**src/rtl/spectral_color_ramp_assert.svh**
```systemverilog
// ----------------------------------------------------------------------------
// spectral_color_ramp_assert.svh
// Assertion macros for the color ramp block; empty when SYNTHESIS is defined.
// ----------------------------------------------------------------------------
`ifndef SPECTRAL_COLOR_RAMP_ASSERT_SVH
`define SPECTRAL_COLOR_RAMP_ASSERT_SVH
`ifndef SYNTHESIS
// Checked outside of reset.
`define SCR_ASSERT(label, clk, rst, prop) \
   label: assert property (@(posedge clk) disable iff (rst) prop) \
      else $error("spectral_color_ramp assertion failed");
// Checked on every edge, reset included.
`define SCR_ASSERT_ALWAYS(label, clk, prop) \
   label: assert property (@(posedge clk) prop) \
      else $error("spectral_color_ramp assertion failed");
`else
`define SCR_ASSERT(label, clk, rst, prop)
`define SCR_ASSERT_ALWAYS(label, clk, prop)
`endif
`endif

```
**src/rtl/scr_pkg.sv**
```systemverilog
// ----------------------------------------------------------------------------
// scr_pkg
// Ramp stops, segment reciprocals and the words passed between stages.
// ----------------------------------------------------------------------------
package scr_pkg;

   localparam int FRAC_BITS = 16;
   localparam int NUM_STOPS = 10;
   localparam int SEG_W     = 4;
   localparam int H_W       = 18;
   localparam int COLOR_W   = 8;
   localparam int RECIP_W   = 32;
   localparam int T_W       = RECIP_W + 1;
   // offset inside one segment; the widest span is under a quarter of 1.0
   localparam int D_W       = FRAC_BITS;
   localparam int CMP_W     = (FRAC_BITS + 2 > H_W) ? FRAC_BITS + 2 : H_W;

   localparam longint ONE  = longint'(1) << FRAC_BITS;
   localparam longint FULL = longint'(1) << RECIP_W;

   // stop positions, round to nearest
   localparam longint POS [NUM_STOPS] = '{
      (  0 * ONE + 50) / 100,
      ( 12 * ONE + 50) / 100,
      ( 24 * ONE + 50) / 100,
      ( 38 * ONE + 50) / 100,
      ( 52 * ONE + 50) / 100,
      ( 66 * ONE + 50) / 100,
      ( 78 * ONE + 50) / 100,
      ( 88 * ONE + 50) / 100,
      ( 95 * ONE + 50) / 100,
      (100 * ONE + 50) / 100
   };

   // ceil(2^32 / span) of the segment that ends at each stop
   localparam logic [RECIP_W-1:0] RECIP [NUM_STOPS] = '{
      RECIP_W'(0),
      RECIP_W'((FULL + (POS[1] - POS[0]) - 1) / (POS[1] - POS[0])),
      RECIP_W'((FULL + (POS[2] - POS[1]) - 1) / (POS[2] - POS[1])),
      RECIP_W'((FULL + (POS[3] - POS[2]) - 1) / (POS[3] - POS[2])),
      RECIP_W'((FULL + (POS[4] - POS[3]) - 1) / (POS[4] - POS[3])),
      RECIP_W'((FULL + (POS[5] - POS[4]) - 1) / (POS[5] - POS[4])),
      RECIP_W'((FULL + (POS[6] - POS[5]) - 1) / (POS[6] - POS[5])),
      RECIP_W'((FULL + (POS[7] - POS[6]) - 1) / (POS[7] - POS[6])),
      RECIP_W'((FULL + (POS[8] - POS[7]) - 1) / (POS[8] - POS[7])),
      RECIP_W'((FULL + (POS[9] - POS[8]) - 1) / (POS[9] - POS[8]))
   };

   localparam logic [T_W-1:0] T_FULL = {1'b1, {RECIP_W{1'b0}}};

   localparam logic [COLOR_W-1:0] RED [NUM_STOPS] = '{
      8'd0, 8'd0, 8'd0, 8'd0, 8'd244, 8'd255, 8'd228, 8'd118, 8'd132, 8'd255
   };
   localparam logic [COLOR_W-1:0] GREEN [NUM_STOPS] = '{
      8'd8, 8'd84, 8'd232, 8'd168, 8'd235, 8'd164, 8'd42, 8'd72, 8'd86, 8'd255
   };
   localparam logic [COLOR_W-1:0] BLUE [NUM_STOPS] = '{
      8'd92, 8'd196, 8'd255, 8'd74, 8'd60, 8'd32, 8'd24, 8'd42, 8'd178, 8'd255
   };

   // segment is named by its upper stop, 1..NUM_STOPS-1
   typedef struct packed {
      logic [SEG_W-1:0] seg;
      logic [D_W-1:0]   d;
   } loc_word_type;

   typedef struct packed {
      logic [SEG_W-1:0] seg;
      logic [T_W-1:0]   t;
   } frac_word_type;

endpackage

```
**src/rtl/scr_locate.sv**
```systemverilog
// ----------------------------------------------------------------------------
// scr_locate
// Two stages: compare the sample against every stop, then pick the segment
// and the offset from its lower stop.
// ----------------------------------------------------------------------------
module scr_locate (
   input  logic                          clock,
   input  logic                          reset,
   input  logic                          in_valid,
   output logic                          in_ready,
   input  logic signed [scr_pkg::H_W-1:0] in_height,
   output logic                          out_valid,
   input  logic                          out_ready,
   output scr_pkg::loc_word_type         out_word
);
   import scr_pkg::*;

   logic                    cmp_valid_ff;
   logic                    cmp_ready;
   logic signed [CMP_W-1:0] h_in;
   logic signed [CMP_W-1:0] h_ff;
   logic [NUM_STOPS-1:0]    le_in;
   logic [NUM_STOPS-1:0]    le_ff;

   logic                    loc_valid_ff;
   logic                    loc_ready;
   loc_word_type            loc_in;
   loc_word_type            loc_ff;
   logic signed [CMP_W-1:0] lower_pos;
   logic signed [CMP_W-1:0] offset;

   // stage 1: compares
   always_comb begin
      h_in = CMP_W'(in_height);
      for (int i = 0; i < NUM_STOPS; i++) begin
         le_in[i] = h_in <= $signed(CMP_W'(POS[i]));
      end
   end

   assign cmp_ready = !cmp_valid_ff || loc_ready;
   assign in_ready  = cmp_ready;

   always_ff @(posedge clock) begin
      if (reset) begin
         cmp_valid_ff <= 1'b0;
      end else if (cmp_ready) begin
         cmp_valid_ff <= in_valid;
      end
      if (cmp_ready && in_valid) begin
         h_ff  <= h_in;
         le_ff <= le_in;
      end
   end

   // stage 2: first stop at or above h; below the ramp maps to the lower end
   // of the first segment, above it to a saturating offset in the last
   always_comb begin
      loc_in.seg = SEG_W'(NUM_STOPS - 1);
      lower_pos  = '0;
      for (int i = NUM_STOPS - 1; i >= 1; i--) begin
         if (le_ff[i]) begin
            loc_in.seg = SEG_W'(i);
            lower_pos  = CMP_W'(POS[i-1]);
         end
      end
      offset = h_ff - lower_pos;
      if (le_ff[0]) begin
         loc_in.seg = SEG_W'(1);
         loc_in.d   = '0;
      end else if (!le_ff[NUM_STOPS-1]) begin
         loc_in.d   = '1;
      end else begin
         loc_in.d   = offset[D_W-1:0];
      end
   end

   assign loc_ready = !loc_valid_ff || out_ready;

   always_ff @(posedge clock) begin
      if (reset) begin
         loc_valid_ff <= 1'b0;
      end else if (loc_ready) begin
         loc_valid_ff <= cmp_valid_ff;
      end
      if (loc_ready && cmp_valid_ff) begin
         loc_ff <= loc_in;
      end
   end

   assign out_valid = loc_valid_ff;
   assign out_word  = loc_ff;

endmodule

```
**src/rtl/scr_fraction.sv**
```systemverilog
// ----------------------------------------------------------------------------
// scr_fraction
// Offset times segment reciprocal, saturated at 1.0 (32 fraction bits).
// ----------------------------------------------------------------------------
module scr_fraction (
   input  logic                   clock,
   input  logic                   reset,
   input  logic                   in_valid,
   output logic                   in_ready,
   input  scr_pkg::loc_word_type  in_word,
   output logic                   out_valid,
   input  logic                   out_ready,
   output scr_pkg::frac_word_type out_word
);
   import scr_pkg::*;

   localparam int PROD_W = D_W + RECIP_W;

   logic              valid_ff;
   logic [PROD_W-1:0] prod;
   frac_word_type     frac_in;
   frac_word_type     frac_ff;

   always_comb begin
      prod        = PROD_W'(in_word.d) * PROD_W'(RECIP[in_word.seg]);
      frac_in.seg = in_word.seg;
      if (prod > PROD_W'(T_FULL)) begin
         frac_in.t = T_FULL;
      end else begin
         frac_in.t = prod[T_W-1:0];
      end
   end

   assign in_ready = !valid_ff || out_ready;

   always_ff @(posedge clock) begin
      if (reset) begin
         valid_ff <= 1'b0;
      end else if (in_ready) begin
         valid_ff <= in_valid;
      end
      if (in_ready && in_valid) begin
         frac_ff <= frac_in;
      end
   end

   assign out_valid = valid_ff;
   assign out_word  = frac_ff;

endmodule

```
**src/rtl/scr_blend.sv**
```systemverilog
// ----------------------------------------------------------------------------
// scr_blend
// Per channel a + floor((b - a) * t / 2^32); the result register drives the
// output port.
// ----------------------------------------------------------------------------
module scr_blend (
   input  logic                          clock,
   input  logic                          reset,
   input  logic                          in_valid,
   output logic                          in_ready,
   input  scr_pkg::frac_word_type        in_word,
   output logic                          out_valid,
   input  logic                          out_ready,
   output logic [scr_pkg::COLOR_W-1:0]   out_red,
   output logic [scr_pkg::COLOR_W-1:0]   out_green,
   output logic [scr_pkg::COLOR_W-1:0]   out_blue
);
   import scr_pkg::*;

   localparam int DIFF_W = COLOR_W + 1;
   localparam int MUL_W  = DIFF_W + T_W + 1;

   function automatic logic [COLOR_W-1:0] blend_ch(
      input logic [COLOR_W-1:0] a,
      input logic [COLOR_W-1:0] b,
      input logic [T_W-1:0]     t
   );
      logic signed [DIFF_W-1:0] diff;
      logic signed [MUL_W-1:0]  p;
      diff = $signed({1'b0, b}) - $signed({1'b0, a});
      p    = diff * $signed({1'b0, t});
      // arithmetic shift floors; the sum stays in 0..255
      return a + p[RECIP_W +: COLOR_W];
   endfunction

   logic               valid_ff;
   logic [SEG_W-1:0]   lo;
   logic [COLOR_W-1:0] red_in, green_in, blue_in;
   logic [COLOR_W-1:0] red_ff, green_ff, blue_ff;

   always_comb begin
      lo       = in_word.seg - SEG_W'(1);
      red_in   = blend_ch(RED[lo],   RED[in_word.seg],   in_word.t);
      green_in = blend_ch(GREEN[lo], GREEN[in_word.seg], in_word.t);
      blue_in  = blend_ch(BLUE[lo],  BLUE[in_word.seg],  in_word.t);
   end

   assign in_ready = !valid_ff || out_ready;

   always_ff @(posedge clock) begin
      if (reset) begin
         valid_ff <= 1'b0;
      end else if (in_ready) begin
         valid_ff <= in_valid;
      end
      if (in_ready && in_valid) begin
         red_ff   <= red_in;
         green_ff <= green_in;
         blue_ff  <= blue_in;
      end
   end

   assign out_valid = valid_ff;
   assign out_red   = red_ff;
   assign out_green = green_ff;
   assign out_blue  = blue_ff;

endmodule

```
**src/rtl/spectral_color_ramp.sv**
```systemverilog
// ----------------------------------------------------------------------------
// spectral_color_ramp
// Height sample to RGB pixel through a fixed ten-stop color ramp.
//
//   channel   ports                         word
//   -------   ---------------------------   --------------------------------
//   req       req_valid/req_ready           req_height, s18, 16 frac bits
//   rsp       rsp_valid/rsp_ready           rsp_red, rsp_green, rsp_blue, u8
//
// One word per clock sustained while rsp_ready stays high; four register stages
// (two locate stages, the reciprocal multiply, the blend multiply).
// Reset clears the stage valid bits only.
// Each stage loads when it is empty or its word moves on, so a rsp stall
// fills the bubbles first and then holds req_ready low; nothing is dropped.
// ----------------------------------------------------------------------------
`include "spectral_color_ramp_assert.svh"

module spectral_color_ramp (
   input  logic                           clock,
   input  logic                           reset,
   input  logic                           req_valid,
   output logic                           req_ready,
   input  logic signed [scr_pkg::H_W-1:0] req_height,
   output logic                           rsp_valid,
   input  logic                           rsp_ready,
   output logic [scr_pkg::COLOR_W-1:0]    rsp_red,
   output logic [scr_pkg::COLOR_W-1:0]    rsp_green,
   output logic [scr_pkg::COLOR_W-1:0]    rsp_blue
);
   import scr_pkg::*;

   logic          loc_valid;
   logic          loc_ready;
   loc_word_type  loc_word;
   logic          frac_valid;
   logic          frac_ready;
   frac_word_type frac_word;

   scr_locate u_locate (
      .clock     (clock),
      .reset     (reset),
      .in_valid  (req_valid),
      .in_ready  (req_ready),
      .in_height (req_height),
      .out_valid (loc_valid),
      .out_ready (loc_ready),
      .out_word  (loc_word)
   );

   scr_fraction u_fraction (
      .clock     (clock),
      .reset     (reset),
      .in_valid  (loc_valid),
      .in_ready  (loc_ready),
      .in_word   (loc_word),
      .out_valid (frac_valid),
      .out_ready (frac_ready),
      .out_word  (frac_word)
   );

   scr_blend u_blend (
      .clock     (clock),
      .reset     (reset),
      .in_valid  (frac_valid),
      .in_ready  (frac_ready),
      .in_word   (frac_word),
      .out_valid (rsp_valid),
      .out_ready (rsp_ready),
      .out_red   (rsp_red),
      .out_green (rsp_green),
      .out_blue  (rsp_blue)
   );

   `SCR_ASSERT(a_seg_range, clock, reset, loc_valid |-> (loc_word.seg >= SEG_W'(1) && loc_word.seg <= SEG_W'(NUM_STOPS - 1)))
   `SCR_ASSERT(a_t_sat, clock, reset, frac_valid |-> frac_word.t <= T_FULL)
   `SCR_ASSERT(a_loc_hold, clock, reset, loc_valid && !loc_ready |=> loc_valid && $stable(loc_word))
   `SCR_ASSERT(a_frac_hold, clock, reset, frac_valid && !frac_ready |=> frac_valid && $stable(frac_word))
   `SCR_ASSERT_ALWAYS(a_reset_empty, clock, $past(reset) |-> !rsp_valid)

endmodule
```
**config.mk**
```make
export PLATFORM = sky130hd
export DESIGN_NAME = spectral_color_ramp
export DESIGN_NICKNAME = d
export VERILOG_FILES = /design/src/rtl/scr_pkg.sv /design/src/rtl/scr_locate.sv /design/src/rtl/scr_fraction.sv /design/src/rtl/scr_blend.sv /design/src/rtl/spectral_color_ramp.sv
export VERILOG_INCLUDE_DIRS = /design/src /design/src/rtl
export SDC_FILE = /design/constraint.sdc
export NUM_CORES = 2
export LEC_CHECK = 0
export BUFFER_PORTS_ARGS = -buffer_cell sky130_fd_sc_hd__buf_2
export CAP_MARGIN = 20
export CORE_ASPECT_RATIO = 1.25
export CORE_MARGIN = 2
export CORE_UTILIZATION = 40
export CTS_CLUSTER_SIZE = 28
export DETAILED_ROUTE_END_ITERATION = 8
export SYNTH_ARGS = -nofsm -noshare
export SYNTH_HDL_FRONTEND = slang
export SYNTH_SLANG_ARGS = --single-unit
export TNS_END_PERCENT = 20
```
**constraint.sdc**
```tcl
create_clock -name clock -period 26 [get_ports clock]
set_clock_uncertainty 0.05 [all_clocks]
set_input_delay 3.9 -clock clock [delete_from_list [all_inputs] [get_ports clock]]
set_output_delay 3.9 -clock clock [all_outputs]
set_load 0.01 [all_outputs]
```
==> impl.org <==
** Run status
- Outcome :: finished, final reports clean

** Critical path
- At the worst endpoint, the required time is 26.09 ns.
- Critical setup path kind :: reg -> reg
- Worst path top cell family by delay :: adder cells
- On the worst path, the slowest cell contributes a delay of 0.68 ns.
- CP bufs+invs :: 6
- Slowest CP cell :: xnor2_1
- STA classifies the critical path startpoint as a register.
- Maximum fanout encountered on the critical timing path :: 33
- Most Frequent Cell on Critical Path :: fa_1
- Worst path arrival time :: 11.92 ns
- Crit. End Element :: register

** Synthesis
- Counting distinct cell types in the post-synthesis netlist gives 87.
- Number of flops mapped to enable cells by yosys :: 107
- Cell taking the most area after synthesis :: fa_1
- Mapped Cells :: 4685
- Leading cell types by total area after synthesis :: fa_1 (42%), ha_1 (12%), edfxtp_1 (7.4%), and2_1 (7.2%), inv_1 (6.5%)
- The mapped netlist covers 43600 sq um.
- Synthesized net count :: 6064
- Portion of the post-synthesis area used by sequential elements :: 7.56%
- A synthesized cell averages 9.30 sq um.
- The share of synthesized area in the top cell type comes to 42.4%.
- Post-synthesis async set-or-reset flop share :: 0%
- Leading register cell type out of synthesis :: edfxtp_1
- YS warnings :: 0
- Synthesis inferred 111 register bits.

** GRT
- The number of antenna violations at the first check in global routing was 3.
- The number of global-route vias before repair came to 34700.
- Entering global routing, the biggest net connects 38 pins.
- For this run the aggregate overflow at the end of global routing stands at 0.
- First-pass GRT wire length :: 188 mm
- Global routing used 21.2% of the available tracks.

** Timing
- Derived from the worst setup path, the maximum achievable clock frequency is 0.0845 GHz.
- Number of max-slew violations in the final report :: 0
- After layout, the worst setup slack is 14.17 ns.
- Minimum period implied by the final worst setup slack :: 11.83 ns
- Unrepaired setup endpoints after global routing :: no
- The worst pin sits at a relative slew slack of 23.8%.
- Final Hold Fails :: 0
- For the pin with the worst max-slew slack, the measured transition is 1.14 ns.
- After routing, the total negative slack on setup checks comes to 0 ns.
- Setup violations remaining at the end of the flow were counted as 0.
- Of the available clock period, the critical path in the final layout requires 45.5%.

** Placed design
- Number of buffer cells added on primary ports :: 47
- Detailed placement ended at an HPWL of 91.4 mm.
- Place WS :: 14.25 ns
- Area after detailed placement :: 45400 sq um
- At the end of routability-driven placement, the weighted congestion stood at 0.879.

** Power
- Net switching fraction of the power :: 54.4%
- Logic pwr share :: 91.6%
- Leakage Power :: 22.0 nW
- Of the total power, the clock network draws 2.3%.
- Portion of total power attributed to sequential cells :: 6.1%
- Dividing total power by cell area gives a power density of 135 nW/um^2.
- Pint :: 2.82 mW
- Switching power :: 3.36 mW
- The worst-case IR drop observed on VDD is 0.119 mV.

** Clocking
- Clock-pin slew was measured on the worst setup and hold paths at 0.08 ns.
- The clock passes through at most 2 buffers.
- Buffers inserted to repair hold after CTS numbered 0.
- TritonCTS clock tree :: done
- Clk_lat worst skew :: 0.38 ns
- CTS root buffer :: clkbuf_16
- The number of setup buffers added after CTS is 0.
- CTS HTree Levels :: 3
- The clock drives 111 sinks.
- Post-cts gate resize count :: 0
- Number of CTS-inserted buffers :: 9

** Layout
- Commonest non-fill, non-tap cell in the layout :: fa_1
- Nets@finish :: 5967
- Commonest non-fill, non-tap cells in the layout :: fa_1 (922), inv_1 (755), nand2_1 (541)
- Post-synthesis to final-layout area growth :: 5.06%
- Once layout is done, the placed cells without fillers occupy 45800 sq um.
- Share of layout cells above drive strength 1 :: 4.55%

** Detailed routing
- Via density per instance :: 5.28
- After detailed routing, the total wire length is 113 mm.
- DRC viols :: 0
- Via total after detailed routing :: 31900
- Once detail routing completed, the nets flagged for antenna violations numbered 0.
- 1st-pass router iterations :: 7
- In the final routed layout, each cell accounts on average for 18.8 um.
- For this block, the initial DRC count from the detailed router was 1789.

** Floorplan
- In this run the count of I/O pins placed on the die edge is 48.
- Row Count :: 135
- The floorplan step defined a die boundary enclosing 112000 sq um.
- Floorplan core area :: 108000 sq um
- Die Span X :: 299 um
- The die is 373 um tall.
- For this configuration, the core starts out at a cell density of 40.3%.

** Min path
- Path class of the lowest-slack min-delay path :: reg -> reg

** Flow run
- Across the run, the number of max-cap violations was 0.
## flip-flops by register name, indices dropped and copies added (netlist names)
signal and count:
u_blend.out_blue 8, u_blend.out_green 8, u_blend.out_red 8, u_blend.out_valid 1, u_fraction.out_valid 1, u_fraction.out_word 37
u_locate.cmp_valid_ff 1, u_locate.h_ff 16, u_locate.le_ff 10, u_locate.out_valid 1, u_locate.out_word 20
## metrics by stage
stage / hold WS [ns] / utilization [%] / power [mW] / instances
2_1_floorplan: 0.394 / - / 4.55 / 4685
3_3_place_gp: 0.421 / 42.0 / 5.89 / 6013
3_5_place_dp: 0.432 / 42.0 / 5.99 / 6014
4_1_cts: 0.453 / 42.3 / 6.19 / 6030
5_1_grt: 0.500 / 42.3 / 7.01 / 6032
6_report: 0.449 / 42.3 / 6.18 / 6033
## tightest hold or removal path, stage by stage, from the launching register on
cell	delay, ns
dfxtp_1	0.35
a21oi_1	0.05
nor2_1	0.07
## final timing paths
| check | startpoint | endpoint | slack [ns] | depth (start not counted) |
|---|---|---|---|---|
| worst min register to register | u_locate.out_valid | u_fraction.out_valid | 0.45 | 2 |
| worst max register to register | u_fraction.out_word[35] | u_blend.out_green[7] | 14.17 | 42 |
| worst max-delay path | u_fraction.out_word[35] | u_blend.out_green[7] | 14.17 | 42 |
| worst min-delay path | u_locate.out_valid | u_fraction.out_valid | 0.45 | 2 |
## kinds of logic after synthesis
kind of cell	synth area share (%)
and+or+nand+nor	19.2
adders and majority gates	55.0
buffers and inverters	8.51
AOI/OAI and AO/OA	7.23
DFF	7.56
xor gates and xnor gates	2.29
muxes	0.261
## area by class of cell
class	count	area, sq um
fill	10700	62300
multi-input combinational	3590	36700
sequential	111	3290
inverter	756	2840
tap	1438	1800
timing repair buffer	120	785
clock buffer	9	225
clock inverter	7	75.1
antenna	2	5.00
## layer usage
layer	global-route usage, %	wire length [um]	share of wire (%)
met5	0	0	0
met4	5.73	2940	2.6
met3	1.14	3500	3.1
met2	39.0	59500	52
met1	26.9	47500	42
## cell usage after synthesis (all sizes together) (7+ instances only)
library cell  instances
a2111oi               7
a211oi               22
a21boi               11
a21o                 55
a21oi               145
a31o                  9
a31oi                15
and2                503
and3                 36
buf                   9
clkbuf              219
edfxtp              107
fa                  923
ha                  434
inv                 755
mux2i                 8
nand2               541
nand2b              114
nand3                39
nand4                24
nor2                206
nor2b                38
nor3                 43
nor4                 16
o211ai               16
o21a                 20
o21ai                89
o21bai               17
o31ai                14
or2                  26
or3                  16
xnor2                73
xor2                 33
## power groups by stage
stage | Combinational (mW) | Clock (mW) | Sequential [mW]
finish | 5.66 | 0.145 | 0.374
global route | 6.48 | 0.153 | 0.377
CTS | 5.67 | 0.149 | 0.374
detailed placement | 5.61 | 0 | 0.377
global placement | 5.52 | 0 | 0.378
floorplan | 4.17 | 0 | 0.376
No activity file was read; power rests on OpenSTA's default activity.
